<file path="src/hia_pkg.sv">
// ----------------------------------------------------------------------------
// hia_pkg: shared types and codes for the handle index allocator
// Word formats for both channels, opcode and status codes, and the
// operation token that travels down the ring cell chain.
// ----------------------------------------------------------------------------
`default_nettype none

package hia_pkg;

  // field widths fixed by the word formats
  localparam int unsigned IDX_W    = 6;
  localparam int unsigned OPC_W    = 2;
  localparam int unsigned STATUS_W = 2;
  localparam int unsigned SLOT_W   = 7;

  localparam logic [SLOT_W-1:0] SLOT_COUNT_RESET = 7'd64;

  // request opcodes
  typedef logic [OPC_W-1:0] opcode_t;
  localparam opcode_t OPC_ALLOC   = 2'd0;
  localparam opcode_t OPC_RELEASE = 2'd1;
  localparam opcode_t OPC_CLEAR   = 2'd2;

  // response status codes
  typedef logic [STATUS_W-1:0] status_t;
  localparam status_t ST_OK        = 2'd0;
  localparam status_t ST_EXHAUSTED = 2'd1;
  localparam status_t ST_DROPPED   = 2'd2;
  localparam status_t ST_RANGE     = 2'd3;

  // input word
  typedef struct packed {
    opcode_t            opcode;
    logic [IDX_W-1:0]   release_index;
  } hia_req_t;

  // output word
  typedef struct packed {
    logic [IDX_W-1:0]   granted_index;
    status_t            status;
  } hia_rsp_t;

  // what a token does when it reaches the cell at its ring position
  typedef enum logic [1:0] {
    KIND_NONE,
    KIND_READ,
    KIND_WRITE
  } ring_kind_t;

  // operation token handed from cell to cell
  typedef struct packed {
    logic               valid;
    ring_kind_t         kind;
    logic [IDX_W-1:0]   data;
    status_t            status;
  } ring_op_t;

endpackage

`default_nettype wire

</file>
<file path="src/handle_index_allocator_core.sv">
// ----------------------------------------------------------------------------
// handle_index_allocator_core: slot index allocator with free queue and bump
// Hands out, takes back and clears slot indices from a pool of handles.
//
// Input channel in_valid/in_stall/in_data carries one request word (opcode,
// release index); output channel out_valid/out_stall/out_data returns one
// response word (granted index, status) per request, in request order.
// cfg_we/cfg_wdata write the pool size; write it only while idle.
//
// Requests are decided combinationally by the control unit as they are
// accepted, then a token walks the chain of free queue cells, one cell per
// cycle while the output is not stalled, to read or write its queue entry.
// The response word comes from the register of the last of the DEPTH cells,
// DEPTH = min(MAX_SLOTS, 127); throughput is one word per cycle while the
// output is not stalled. A stalled output freezes the whole chain and the
// response holds; the input then stalls in the same cycle. Reset sets the
// pool size to 64 and empties the queue and bump counter; no clearing pass
// is needed, so a request may be sent in the first cycle after reset.
// ----------------------------------------------------------------------------
`default_nettype none

module handle_index_allocator_core #(
  parameter int unsigned MAX_SLOTS = 64
) (
  input  wire logic                       clk,
  input  wire logic                       rst,
  input  wire logic                       cfg_we,
  input  wire logic [hia_pkg::SLOT_W-1:0] cfg_wdata,
  input  wire logic                       in_valid,
  output logic                            in_stall,
  input  wire hia_pkg::hia_req_t          in_data,
  output logic                            out_valid,
  input  wire logic                       out_stall,
  output hia_pkg::hia_rsp_t               out_data
);
  import hia_pkg::*;

  // positions never exceed what a 7-bit pool size can reach
  localparam int unsigned DEPTH = (MAX_SLOTS < 127) ? MAX_SLOTS : 127;
  localparam int unsigned POS_W = $clog2(DEPTH);
  localparam int unsigned CNT_W = $clog2(DEPTH + 1);

  ring_op_t         op_chain  [DEPTH+1];
  logic [POS_W-1:0] pos_chain [DEPTH+1];
  logic             en;
  logic             accept;
  ring_op_t         last_op;

  // chain moves unless the last word is held by the receiver
  assign last_op  = op_chain[DEPTH];
  assign en       = !(last_op.valid && out_stall);
  assign in_stall = !en;
  assign accept   = in_valid && en;

  hia_ctrl #(
    .DEPTH (DEPTH),
    .POS_W (POS_W),
    .CNT_W (CNT_W)
  ) u_ctrl (
    .clk       (clk),
    .rst       (rst),
    .cfg_we    (cfg_we),
    .cfg_wdata (cfg_wdata),
    .accept    (accept),
    .req       (in_data),
    .op        (op_chain[0]),
    .op_pos    (pos_chain[0])
  );

  // free queue cells
  for (genvar k = 0; k < DEPTH; k++) begin : g_cell
    hia_cell #(
      .POS_W   (POS_W),
      .CELL_ID (k)
    ) u_cell (
      .clk     (clk),
      .rst     (rst),
      .en      (en),
      .op_in   (op_chain[k]),
      .pos_in  (pos_chain[k]),
      .op_out  (op_chain[k+1]),
      .pos_out (pos_chain[k+1])
    );
  end

  // response word from the last cell
  assign out_valid              = last_op.valid;
  assign out_data.granted_index = (last_op.kind == KIND_WRITE) ? '0 : last_op.data;
  assign out_data.status        = last_op.status;

endmodule

`default_nettype wire

</file>
<file path="src/hia_ctrl.sv">
// ----------------------------------------------------------------------------
// hia_ctrl: pointer and counter control
// Holds the pool size register, queue head/tail/fill and the bump counter,
// decides each request combinationally and issues a ring token to the chain.
// ----------------------------------------------------------------------------
`default_nettype none

module hia_ctrl #(
  parameter int unsigned DEPTH = 64,
  parameter int unsigned POS_W = 6,
  parameter int unsigned CNT_W = 7
) (
  input  wire logic                     clk,
  input  wire logic                     rst,
  input  wire logic                     cfg_we,
  input  wire logic [hia_pkg::SLOT_W-1:0] cfg_wdata,
  input  wire logic                     accept,
  input  wire hia_pkg::hia_req_t        req,
  output hia_pkg::ring_op_t             op,
  output logic [POS_W-1:0]              op_pos
);
  import hia_pkg::*;

  logic [SLOT_W-1:0] slot_count;
  logic [POS_W-1:0]  head, head_next;
  logic [POS_W-1:0]  tail, tail_next;
  logic [CNT_W-1:0]  fill, fill_next;
  logic [CNT_W-1:0]  bump_top, bump_top_next;
  logic [CNT_W-1:0]  pool_n;

  // step a queue position, wrapping at the pool size
  function automatic logic [POS_W-1:0] wrap_inc(input logic [POS_W-1:0] pos,
                                                input logic [CNT_W-1:0] n);
    logic [7:0] nxt;
    nxt = 8'(pos) + 8'd1;
    if (nxt >= 8'(n)) begin
      wrap_inc = '0;
    end else begin
      wrap_inc = POS_W'(nxt);
    end
  endfunction

  // effective pool size saturates at the ring depth
  always_comb begin
    if (slot_count > SLOT_W'(DEPTH)) begin
      pool_n = CNT_W'(DEPTH);
    end else begin
      pool_n = CNT_W'(slot_count);
    end
  end

  // request decode and next counter values
  always_comb begin
    head_next     = head;
    tail_next     = tail;
    fill_next     = fill;
    bump_top_next = bump_top;
    op            = '{valid: accept, kind: KIND_NONE, data: '0, status: ST_OK};
    op_pos        = head;
    case (req.opcode)
      OPC_ALLOC: begin
        if (fill != '0 && pool_n != '0) begin
          op.kind   = KIND_READ;
          op_pos    = head;
          head_next = wrap_inc(head, pool_n);
          fill_next = fill - CNT_W'(1);
        end else if (bump_top < pool_n) begin
          op.data       = IDX_W'(bump_top);
          bump_top_next = bump_top + CNT_W'(1);
        end else begin
          op.status = ST_EXHAUSTED;
        end
      end
      OPC_RELEASE: begin
        if (SLOT_W'(req.release_index) >= SLOT_W'(pool_n)) begin
          op.status = ST_RANGE;
        end else if (fill >= pool_n) begin
          op.status = ST_DROPPED;
        end else begin
          op.kind   = KIND_WRITE;
          op.data   = req.release_index;
          op_pos    = tail;
          tail_next = wrap_inc(tail, pool_n);
          fill_next = fill + CNT_W'(1);
        end
      end
      OPC_CLEAR: begin
        head_next     = '0;
        tail_next     = '0;
        fill_next     = '0;
        bump_top_next = '0;
      end
      default: begin
      end
    endcase
  end

  // state registers
  always_ff @(posedge clk) begin
    if (rst) begin
      slot_count <= SLOT_COUNT_RESET;
      head       <= '0;
      tail       <= '0;
      fill       <= '0;
      bump_top   <= '0;
    end else begin
      if (cfg_we) begin
        slot_count <= cfg_wdata;
      end
      if (accept) begin
        head     <= head_next;
        tail     <= tail_next;
        fill     <= fill_next;
        bump_top <= bump_top_next;
      end
    end
  end

endmodule

`default_nettype wire

</file>
<file path="src/hia_cell.sv">
// ----------------------------------------------------------------------------
// hia_cell: one free queue entry in the cell chain
// Stores one queued index; a passing token that targets this position
// writes the entry or picks up its value, then moves to the next cell.
// ----------------------------------------------------------------------------
`default_nettype none

module hia_cell #(
  parameter int unsigned POS_W   = 6,
  parameter int unsigned CELL_ID = 0
) (
  input  wire logic               clk,
  input  wire logic               rst,
  input  wire logic               en,
  input  wire hia_pkg::ring_op_t  op_in,
  input  wire logic [POS_W-1:0]   pos_in,
  output hia_pkg::ring_op_t       op_out,
  output logic [POS_W-1:0]        pos_out
);
  import hia_pkg::*;

  logic [IDX_W-1:0] entry;
  logic             hit;
  ring_op_t         op_next;

  assign hit = op_in.valid && (pos_in == POS_W'(CELL_ID));

  // read picks up the stored index on the way past
  always_comb begin
    op_next = op_in;
    if (hit && op_in.kind == KIND_READ) begin
      op_next.data = entry;
    end
  end

  // entry storage, written by a release token
  always_ff @(posedge clk) begin
    if (en && hit && op_in.kind == KIND_WRITE) begin
      entry <= op_in.data;
    end
  end

  // hand the token to the neighbor
  always_ff @(posedge clk) begin
    if (rst) begin
      op_out.valid <= 1'b0;
    end else if (en) begin
      op_out.valid <= op_next.valid;
    end
    if (en) begin
      op_out.kind   <= op_next.kind;
      op_out.data   <= op_next.data;
      op_out.status <= op_next.status;
      pos_out       <= pos_in;
    end
  end

endmodule

`default_nettype wire

</file>
<file path="config.mk">
export PLATFORM = sky130hd
export DESIGN_NAME = handle_index_allocator_core
export DESIGN_NICKNAME = d
export VERILOG_FILES = /design/src/hia_pkg.sv /design/src/handle_index_allocator_core.sv /design/src/hia_ctrl.sv /design/src/hia_cell.sv
export SDC_FILE = /design/constraint.sdc
export NUM_CORES = 2
export LEC_CHECK = 0
export BUFFER_PORTS_ARGS = -buffer_cell sky130_fd_sc_hd__buf_2
export CAP_MARGIN = 40
export CORE_MARGIN = 3
export CORE_UTILIZATION = 45
export CTS_CLUSTER_SIZE = 12
export DETAILED_ROUTE_END_ITERATION = 7
export GPL_TIMING_DRIVEN = 0
export PLACE_DENSITY_LB_ADDON = 0.05
export SYNTH_ARGS = -nofsm -noshare
export SYNTH_HDL_FRONTEND = slang
export SYNTH_HIERARCHICAL = 1
export SYNTH_SLANG_ARGS = --single-unit
export TNS_END_PERCENT = 5
</file>
<file path="constraint.sdc">
create_clock -name clk -period 46.3 [get_ports clk]
set_clock_uncertainty 0.1 [all_clocks]
set_input_delay 4.63 -clock clk [delete_from_list [all_inputs] [get_ports clk]]
set_output_delay 4.63 -clock clk [all_outputs]
set_load 0.03 [all_outputs]
</file>
== After elaboration in Yosys (flattened, before gate mapping) ==
Index checks and enable logic that the tools add are counted.
W data, S select, Z words.

* Flip-flop bits (word level): 1499

* Reductions and logical operators: 271
* Order comparisons: 6
* Add/sub/neg operators: 5
* Muxes and demuxes: 92
* Equality and inequality tests: 199

{| class="wikitable"
|+ Operators with widths
! cell !! count
|-
| $mux W6 || 74
|-
| $logic_and A1 B1 Y1 || 259
|-
| $eq A6 B6 Y1 const B || 32
|-
| $eq A2 B2 Y1 const B || 66
|-
| $eq A2 B1 Y1 const B || 65
|-
| $eq A6 B5 Y1 const B || 16
|-
| $eq A6 B4 Y1 const B || 8
|-
| $mux W7 || 6
|-
| $eq A6 B3 Y1 const B || 4
|-
| $mux W8 || 3
|-
| $pmux W6 S2 || 2
|-
| $pmux W7 S3 || 1
|-
| $pmux W10 S2 || 1
|-
| $ge A8 B7 Y1 || 2
|-
| $add A6 B1 Y7 const B || 2
|-
| $add A7 B1 Y7 const B || 2
|-
| $pmux W7 S2 || 1
|-
| $reduce_bool A7 Y1 || 2
|-
| $eq A6 B2 Y1 const B || 2
|-
| $reduce_and A4 Y1 || 2
|-
| $ge A6 B7 Y1 || 1
|-
| $ge A7 B7 Y1 || 1
|-
| $gt A7 B7 Y1 const B || 1
|-
| $lt A7 B7 Y1 || 1
|-
| other kinds (13) || 19
|}

== Logic depth before layout (Yosys ltp) ==
* Depth in word-level cells: 10
* Depth in mapped cells: 12

== Modules after synthesis ==
Netlist, hierarchy kept.

{| class="wikitable"
|+ Modules (own cells, without submodules)
! module !! cells each !! times used !! area an instance (µm²)
|-
| hia_cell (g_cell[11].u_cell ...) || 37 || 14 || 828.3
|-
| hia_cell (g_cell[10].u_cell ...) || 37 || 12 || 829.5
|-
| hia_cell (g_cell[19].u_cell ...) || 37 || 12 || 819.5
|-
| hia_cell (g_cell[17].u_cell ...) || 37 || 8 || 830.8
|-
| hia_cell (g_cell[1].u_cell ...) || 37 || 4 || 834.6
|-
| hia_cell (g_cell[55].u_cell ...) || 37 || 4 || 825.8
|-
| hia_cell (g_cell[49].u_cell ...) || 37 || 4 || 815.8
|-
| hia_ctrl || 319 || 1 || 2755.1
|-
| hia_cell (g_cell[31].u_cell ...) || 37 || 2 || 817.0
|-
| hia_cell (g_cell[15].u_cell) || 38 || 1 || 844.6
|-
| hia_cell (g_cell[0].u_cell) || 37 || 1 || 832.0
|-
| hia_cell (g_cell[63].u_cell) || 37 || 1 || 814.5
|-
| hia_cell (g_cell[48].u_cell) || 37 || 1 || 813.3
|-
| handle_index_allocator_core || 10 || 1 || 67.6
|}

== Worst setup path before layout ==
No wires, ideal clock.

* Path kind: input to output
* Start: in out_stall
* End: out in_stall
* Slack: 7.049 ns
* Arrival time: 34.521 ns
* Data required time: 41.570 ns
* Stages on the path: 2
* Path buffers: 0
* Cell sequence: nand2_1 inv_1

* Longest elaborated chain between the ends: 1

{| class="wikitable"
|+ Ends and longest elaborated chain
! element !! RTL line !! source
|-
| from (decl) || handle_index_allocator_core.sv:33 || <nowiki>input wire logic out_stall,</nowiki>
|-
| $logic_and A1 B1 Y1 || handle_index_allocator_core.sv:51 || <nowiki>assign en = !(last_op.valid && out_stall);</nowiki>
|-
| to (decl) || handle_index_allocator_core.sv:30 || <nowiki>output logic in_stall,</nowiki>
|}

Every way passes these cells.

== Worst setup path after layout ==
Ends and elaborated chain as after synthesis.

==> impl_metrics.tcl <==
set metrics [dict create \
    ant_nets 0 \
    io_buffer_count 27 \
    cts.sinks 1499 \
    drc 0 \
    max-slew-margin-rel 0.410 \
    power.density_nw_per_um2 45.2 \
    grt_setup_unrepaired "false" \
    clock_latency_ns 0.74 \
    antenna_found_initial 0 \
    utilization 0.519 \
    grt_use_total 0.131 \
    hold_violations 0 \
    cts_tree "yes" \
    synthesis.nets 2754 \
    wire_per_inst_um 17.6 \
    grt_use_met2 0.206 \
    drt_pre_antenna_iters 5 \
    crit_path_start "out_stall" \
    synth.avg_cell_area_um2 20.6 \
    cts_max_level 4 \
    drive_gt1_frac 0.269 \
    viasPerCell 5.07 \
    grt_start_max_net_pins 78 \
    fp-row-count 128 \
    antenna_cells 0 \
    die-height_um 357 \
    post_cts_buffers 0 \
    layout.nets 2993 \
    crit_path_start_kind "input port" \
    cp-endpoint "in_stall" \
    power_leakage_nw 26.3 \
    dpl_cell_area_um2 58500 \
    post-route-period-util 0.253 \
    finalPower_mw 2.86 \
    core_um2 122000 \
    min_path_type "flop to flop" \
    dpl_worst_slack_ns 34.51 \
    status "finished clean" \
    r2r_cells 11 \
    io_pins 30 \
    grtUsageMet1 0.181 \
    fin_tns_setup_ns 0 \
    tightest_slew_ns 0.879 \
    cts_made_buffers 159 \
    cp_data_arrival_time_ns 6.99 \
    crit_required_ns 41.57 \
    synthCells 2692 \
    endpoint_kind "output port" \
    post-route-min-period_ns 11.72 \
    fmax_mhz 85.3 \
    setup_ws_ns 34.58 \
    drt_iter0_drc 1373 \
    drv_slew 0 \
    start_util 0.454 \
    post_cts_resize_count 0 \
    peakVddDrop_v 0.0000391 \
    clkTransAtPathRegs_ns 0.06 \
    dp.final_hpwl_um 51300 \
    synth-warning-count 6 \
    synth_area_um2 55500 \
    gp_congestion 0.776 \
    r2r_start "u_ctrl/slot_count[6]" \
    area_growth_pct 14.3 \
    grt_first_pass_wirelength_um 136000 \
    vias 23744 \
    most-common-layout-cells "edfxtp_1, mux2_2, clkbuf_16, nand2_1, dfxtp_1" \
    fp.dieW_um 357 \
    overflow 0 \
    cts-root-buf "clkbuf_16" \
    dieArea_um2 128000 \
    path_class "input port to output port" \
    finalSetupViolations 0 \
    cts_hold_buf 0 \
    min_from "g_cell[48].u_cell/op_out[0]" \
    clockBufferDepth 3 \
    top_usage_layer "met2" \
    grtUsageMet3 0.0290 \
    design_area_um2 63400 \
    drt-total-wl_um 82300 \
    final_common_cell "edfxtp_1" \
    critPathMaxFanout 74 \
    grt_pass1_vias 25110 \
    rr_endpoint "g_cell[0].u_cell/entry[3]" \
    r2r_slack_ns 41.33 \
    maxCapViolations 0 \
]
## worst max-delay path, cell delays in order
cell and delay, ns:
buf_2 0.11, nand2_4 0.58, buf_16 0.34, buf_16 0.33
buf_12 0.27, buf_16 0.34, inv_1 0.07, buf_2 0.18
## through the flow
step / cells / hold slack [ns]
floorplan: 2692 / 0.300
global placement: 4344 / 0.303
detailed placement: 4389 / 0.305
CTS: 4679 / 0.311
global route: 4685 / 0.321
finish: 4685 / 0.309
## where the power goes
part           internal, mW  total [mW]  switching (mW)
Combinational        0.0428      0.0760          0.0331
Clock                 0.709        1.19           0.486
Sequential             1.55        1.59          0.0410
Total                  2.30        2.86           0.560
## worst min path at each step
stage,end,cells past startpoint
6_report,g_cell[49].u_cell/op_out[0],0
3_3_place_gp,g_cell[61].u_cell/op_out[1],0
2_1_floorplan,g_cell[10].u_cell/op_out[0],0
3_5_place_dp,g_cell[10].u_cell/op_out[0],0
4_1_cts,g_cell[49].u_cell/op_out[0],0
5_1_grt,g_cell[49].u_cell/op_out[0],0
## flip-flops by register name, summed over array words and instances (netlist names)
register and cells:
u_ctrl/tail 6, g_cell.u_cell/entry 384, u_ctrl/fill 7, g_cell.u_cell/pos_out 378, u_ctrl/slot_count 7, g_cell.u_cell/op_out 704
u_ctrl/bump_top 7, u_ctrl/head 6
## cell type report
type / instances / area (um^2)
Fill cell: 9670 / 58800
Tap cell: 1625 / 2030
Timing Repair Buffer: 78 / 923
Buffer: 10 / 68.8
Clock buffer: 248 / 4600
Sequential cell: 1499 / 44000
Multi-Input combinational cell: 1145 / 11300
Clock inverter: 42 / 345
Inverter: 38 / 143
## layer usage
metal	share of wire	vias up
met5	0	-
li1	-	11264
met3	0.039	172
met1	0.46	11976
met2	0.48	332
met4	0.026	0
No activity file was read; power rests on OpenSTA's default activity.
